[config.mk]
export PLATFORM = sky130hd
export DESIGN_NAME = biu_div
export DESIGN_NICKNAME = d
export VERILOG_FILES = /design/src/rtl/biu_pkg.sv /design/src/rtl/biu_div.sv
export SDC_FILE = /design/constraint.sdc
export NUM_CORES = 1
export LEC_CHECK = 0
export BUFFER_PORTS_ARGS = -buffer_cell sky130_fd_sc_hd__buf_2
export CAP_MARGIN = 15
export CELL_PAD_IN_SITES_DETAIL_PLACEMENT = 1
export CELL_PAD_IN_SITES_GLOBAL_PLACEMENT = 2
export CORE_MARGIN = 2
export CORE_UTILIZATION = 34
export DETAILED_ROUTE_END_ITERATION = 7
export GPL_TIMING_DRIVEN = 0
export PLACE_DENSITY = 0.83
export SYNTH_ARGS = -nofsm -noshare
export SYNTH_HDL_FRONTEND = slang
export SYNTH_SLANG_ARGS = --single-unit
[constraint.sdc]
create_clock -name i_clk -period 3.35 [get_ports i_clk]
set_input_delay 0.335 -clock i_clk [delete_from_list [all_inputs] [get_ports i_clk]]
set_output_delay 0.335 -clock i_clk [all_outputs]
set_load 0.005 [all_outputs]
[src/rtl/biu_pkg.sv]
// ----------------------------------------------------------------------------
// Bilinear image upscale: shared definitions
// Source image geometry, derived widths, register and opcode codes, the
// sequencer states and the request and response words of the position divider.
// ----------------------------------------------------------------------------
package biu_pkg;

    // Source image geometry.
    localparam int SRC_WIDTH  = 320;
    localparam int SRC_HEIGHT = 240;
    localparam int SRC_PIXELS = SRC_WIDTH * SRC_HEIGHT;
    localparam int SRC_MAX    = (SRC_WIDTH > SRC_HEIGHT) ? SRC_WIDTH : SRC_HEIGHT;

    // Field widths.
    localparam int SIZE_W = 13;   // frame size registers
    localparam int COORD_W = 12;  // requested output coordinates
    localparam int FRAC_W = 8;    // fraction of a source position
    localparam int CHAN_W = 8;    // one color channel

    // The 9.8 source position never exceeds (SRC_MAX - 1) * 256.
    localparam int POS_W  = $clog2((SRC_MAX - 1) * 256 + 1);
    localparam int CRD_W  = POS_W - FRAC_W;
    localparam int NUM_W  = COORD_W + POS_W;
    localparam int ADDR_W = $clog2(SRC_PIXELS);
    localparam int CNT_W  = $clog2(POS_W + 1);

    localparam logic [SIZE_W-1:0] OUT_WIDTH_RST  = 13'd640;
    localparam logic [SIZE_W-1:0] OUT_HEIGHT_RST = 13'd480;
    localparam logic [CHAN_W-1:0] ALPHA_BYTE     = 8'hFF;

    typedef logic [SIZE_W-1:0] t_size;
    typedef logic [COORD_W-1:0] t_coord;
    typedef logic [POS_W-1:0]  t_pos;
    typedef logic [CRD_W-1:0]  t_crd;
    typedef logic [NUM_W-1:0]  t_num;
    typedef logic [ADDR_W-1:0] t_addr;
    typedef logic [CNT_W-1:0]  t_cnt;

    // Configuration register indexes.
    typedef enum logic {
        CFG_OUT_WIDTH  = 1'b0,
        CFG_OUT_HEIGHT = 1'b1
    } t_cfg_idx;

    // Input word opcodes.
    typedef enum logic {
        OP_LOAD  = 1'b0,
        OP_FETCH = 1'b1
    } t_opcode;

    // Fetch sequencer.
    typedef enum logic [3:0] {
        ST_IDLE,
        ST_MUL,
        ST_DIV,
        ST_ADDR,
        ST_RD00,
        ST_RD01,
        ST_RD10,
        ST_RD11,
        ST_BOT,
        ST_MIX
    } t_state;

    // Divider request and response.
    typedef struct packed {
        logic  start;
        t_num  num;
        t_size den;
    } t_div_req;

    typedef struct packed {
        logic busy;
        t_pos quot;
    } t_div_rsp;

endpackage

[src/rtl/biu_div.sv]
// ----------------------------------------------------------------------------
// Bilinear image upscale: source position divider
// Restoring divider, one quotient bit per cycle. The quotient is known to fit
// in POS_W bits, so the walk starts at that bit.
// ----------------------------------------------------------------------------
module biu_div (
    input  logic               i_clk,
    input  logic               i_rst_n,
    input  biu_pkg::t_div_req  i_req,
    output biu_pkg::t_div_rsp  o_rsp
);

    logic                 r_busy;
    biu_pkg::t_cnt        r_cnt;
    biu_pkg::t_size       r_rem;
    biu_pkg::t_pos        r_nq;
    biu_pkg::t_size       r_den;

    logic [biu_pkg::SIZE_W:0] trial;
    logic [biu_pkg::SIZE_W:0] diff;
    logic                     ge;

    // Shift in the next numerator bit and try the subtraction.
    always_comb begin
        trial = {r_rem, r_nq[biu_pkg::POS_W-1]};
        diff  = trial - {1'b0, r_den};
        ge    = (trial >= {1'b0, r_den});
    end

    // Step counter.
    always_ff @(posedge i_clk) begin
        if (!i_rst_n) begin
            r_busy <= 1'b0;
            r_cnt  <= '0;
        end else if (i_req.start) begin
            r_busy <= 1'b1;
            r_cnt  <= biu_pkg::t_cnt'(biu_pkg::POS_W);
        end else if (r_busy) begin
            r_cnt <= r_cnt - 1'b1;
            if (r_cnt == biu_pkg::t_cnt'(1)) begin
                r_busy <= 1'b0;
            end
        end
    end

    // Partial remainder and the numerator bits that turn into quotient bits.
    always_ff @(posedge i_clk) begin
        if (i_req.start) begin
            r_rem <= biu_pkg::t_size'(i_req.num[biu_pkg::NUM_W-1:biu_pkg::POS_W]);
            r_nq  <= i_req.num[biu_pkg::POS_W-1:0];
            r_den <= i_req.den;
        end else if (r_busy) begin
            r_rem <= ge ? diff[biu_pkg::SIZE_W-1:0] : trial[biu_pkg::SIZE_W-1:0];
            r_nq  <= {r_nq[biu_pkg::POS_W-2:0], ge};
        end
    end

    assign o_rsp.busy = r_busy;
    assign o_rsp.quot = r_nq;

endmodule

==> key figures <==
Outcome
  • Status: finished clean

Setup path
  • Critical Path RT: 3.39 ns
  • Worst Path Arrival: 2.84 ns
  • Worst r2r src: r_nq[16]
  • Kind of start point of the critical path: flip-flop
  • CP Max Fanout: 6
  • R2R setup slack: 0.56 ns
  • Worst reg-to-reg path cell count: 10
  • Crit Path Category: flip-flop to flip-flop
  • CP endpoint kind: flip-flop
  • RR Endpoint: r_rem[1]

Die
  • Die area: 0.00897 mm2
  • # IOs: 63
  • Die extent in y: 94.7 um
  • Starting density of the core: 0.346
  • Die W: 94.7 um
  • Row cnt: 33
  • Core ar.: 0.00809 mm2

Placed design
  • I/O Buffers: 62
  • Placed instance count: 418
  • GPL Wtd Cong: 0.824
  • Dpl hpwl: 5.00 mm
  • Worst slack at placement: 0.565 ns
  • Placed cell area: 0.00324 mm2

Job
  • Max_cap viols: 0

Clocking
  • CTS Hold Bufs: 0
  • CTS tree: yes
  • Clock latency on the worst-skew pair: 0.30 ns
  • H-tree levels: 2
  • Post-CTS Setup Repair Bufs: 0
  • Clock net sink count: 49
  • Clock-pin slew of the registers on the worst-case setup and hold paths: 0.10 ns
  • PostCTS Resize Cnt: 0
  • Maximum buffer depth of the clock tree: 2
  • Clock Tree Root: clkbuf_8
  • Num CTS Buffers: 5

Drt
  • DR vias/cell: 4.94
  • Antenna Nets Post-Route: 0
  • Routed vias: 2105
  • DRT iter0 DRCs: 61
  • Routed wire length: 6.62 mm
  • Pre-antenna DRT Iters: 4
  • Detailed-route wire length per cell: 15.5 um
  • Drc violations: 0

Timing
  • Period Utilization, post-route: 0.834
  • Worst-margin pin slew: 0.750 ns
  • Final Hold Vio Count: 0
  • Sum Neg Setup Slack: 0 ns
  • Relative slew slack: 0.500
  • Final Max Tran Viols: 0
  • Maximum operating frequency: 358 MHz
  • Final setup violation count: 0
  • Clk_skew: 0.00863 ns
  • Tmin final: 2.79 ns
  • Hold slack: 0.199 ns
  • RSZ-0062 raised after global routing: no
  • Final WS setup: 0.555 ns

Global route
  • Vias in the first global route: 2203
  • First-pass GRT wire length: 11.1 mm
  • Largest net degree at the start of global routing: 30
  • Aggregate global-route resource usage: 0.159
  • Congestion Overflow GR: 0
  • Initial antenna violation count: 0

Yosys
  • Main synth FF type: edfxtp_1
  • Synth Warn #: 0
  • Dominant cell by count in the synthesized netlist: edfxtp_1
  • Post-synth top cells: edfxtp_1, inv_1, nand2_1, mux2_2
  • Cell Area, Synth: 0.00280 mm2
  • Yosys reg bits: 49
  • Cells after synthesis: 251
  • Area contributors post-synth: edfxtp_1, mux2_2, ha_1
  • Async SR Flop Fraction: 0
  • Largest area contributor in the netlist: edfxtp_1
  • Synth cell types: 50
  • Syn nets: 312
  • Synth top area share: 0.451
  • Post-synth EDFFs: 42
  • Syn_area_per_cell: 11.1 um2
  • Sequential share of the synthesized area: 0.501

Final layout
  • # nets final: 381
  • Final Non-Filler Cells: 426
  • Ant diodes: 0
  • Synth-to-layout area growth: 19.2%
  • Layout cells sized above 1: 0.321
  • Design area: 0.00333 mm2

Power and ir drop
  • Clk pwr share: 0.186
  • Leakage: 1.39 nW
  • Combinational power share: 0.395
  • Reg power frac: 0.419
  • Pwr dens: 588 mW/mm2
  • Switching power: 0.699 mW
  • Int Pwr: 1.26 mW
  • Max VDD drop: 246 uV
  • Sw frac: 0.356

Hold path
  • Hold EP: r_den[3]
  • Hold wc startpoint: i_req[3]
  • Hold Crit Class: primary input to flip-flop
  • Min-Delay Path Depth: 1
-- routing by layer --
metal,global-route usage,up-vias,share of wire
met5,0,-,0
met3,0.0391,6,0.047
met4,0.0447,0,0.011
li1,-,1044,-
met2,0.263,43,0.48
met1,0.206,1012,0.46
-- worst max-delay path by stage --
| stage | start | endpoint | slack [ns] | depth (start not counted) |
|---|---|---|---|---|
| after floorplan | r_nq[16] | r_rem[1] | 0.95 | 10 |
| after global placement | r_nq[16] | r_rem[1] | 0.58 | 10 |
| after detailed placement | r_nq[16] | r_rem[1] | 0.57 | 10 |
| after CTS | r_nq[16] | r_rem[1] | 0.54 | 10 |
| after global routing | r_nq[16] | r_rem[1] | 0.43 | 10 |
| final | r_nq[16] | r_rem[1] | 0.56 | 10 |
-- cells by family (layout without fill, tap and decap cells) --
| family | after synthesis | after routing | synth area share |
|---|---|---|---|
| AOI/OAI and AO/OA | 59 | 59 | 0.155 |
| DFF | 49 | 49 | 0.501 |
| and+or+nand+nor | 58 | 58 | 0.0980 |
| xor gates and xnor gates | 11 | 11 | 0.0345 |
| muxes | 21 | 21 | 0.0828 |
| adders and majority gates | 16 | 16 | 0.0743 |
| buffers and inverters | 37 | 107 | 0.0546 |
-- placed cells by master, fill, tap and decap left out, drive strengths merged, types with 7 or more instances in the layout --
| master | n |
|---|---|
| buf | 66 |
| inv | 28 |
| o21ai | 10 |
| edfxtp | 42 |
| clkbuf | 11 |
| nor2 | 15 |
| a21oi | 17 |
| mux2 | 17 |
| ha | 15 |
| nand2 | 21 |
| dfxtp | 7 |
| xnor2 | 9 |
-- power by group through the flow --
stage               registers (mW)  clock network, mW  logic (mW)
floorplan                    0.823                  0       0.574
global placement             0.831                  0       0.760
detailed placement           0.835                  0       0.780
CTS                          0.822              0.386       0.782
global route                 0.834              0.400       0.870
finish                       0.822              0.364       0.775
-- sequential cells by signal (all words and copies together), names as in the netlist --
name / flops
r_nq: 17
r_den: 13
r_rem: 13
r_cnt: 5
r_busy: 1
-- area by class of cell --
class,instances,area [um2]
inverter,27,101
tap,105,131
sequential,49,1400
fill,943,4760
clock inverter,3,26.3
buffer,10,51.3
multi-input combinational,165,1240
clock buffer,5,68.8
timing repair buffer,62,310
-- critical path, stage by stage, from the launching register on --
cell,delay [ns]
edfxtp_1,0.43
inv_1,0.08
ha_1,0.16
inv_1,0.06
fa_1,0.40
a21o_1,0.20
a21oi_2,0.18
o221a_2,0.33
a21o_1,0.29
mux2i_1,0.28
o21ai_0,0.11
-- stage by stage --
step                      utilization  power [mW]
final                           0.412        1.96
after floorplan                     -        1.40
after detailed placement        0.400        1.61
after global routing            0.412        2.10
after global placement          0.400        1.59
after CTS                       0.412        1.99
(Power assumes the default switching activity.)
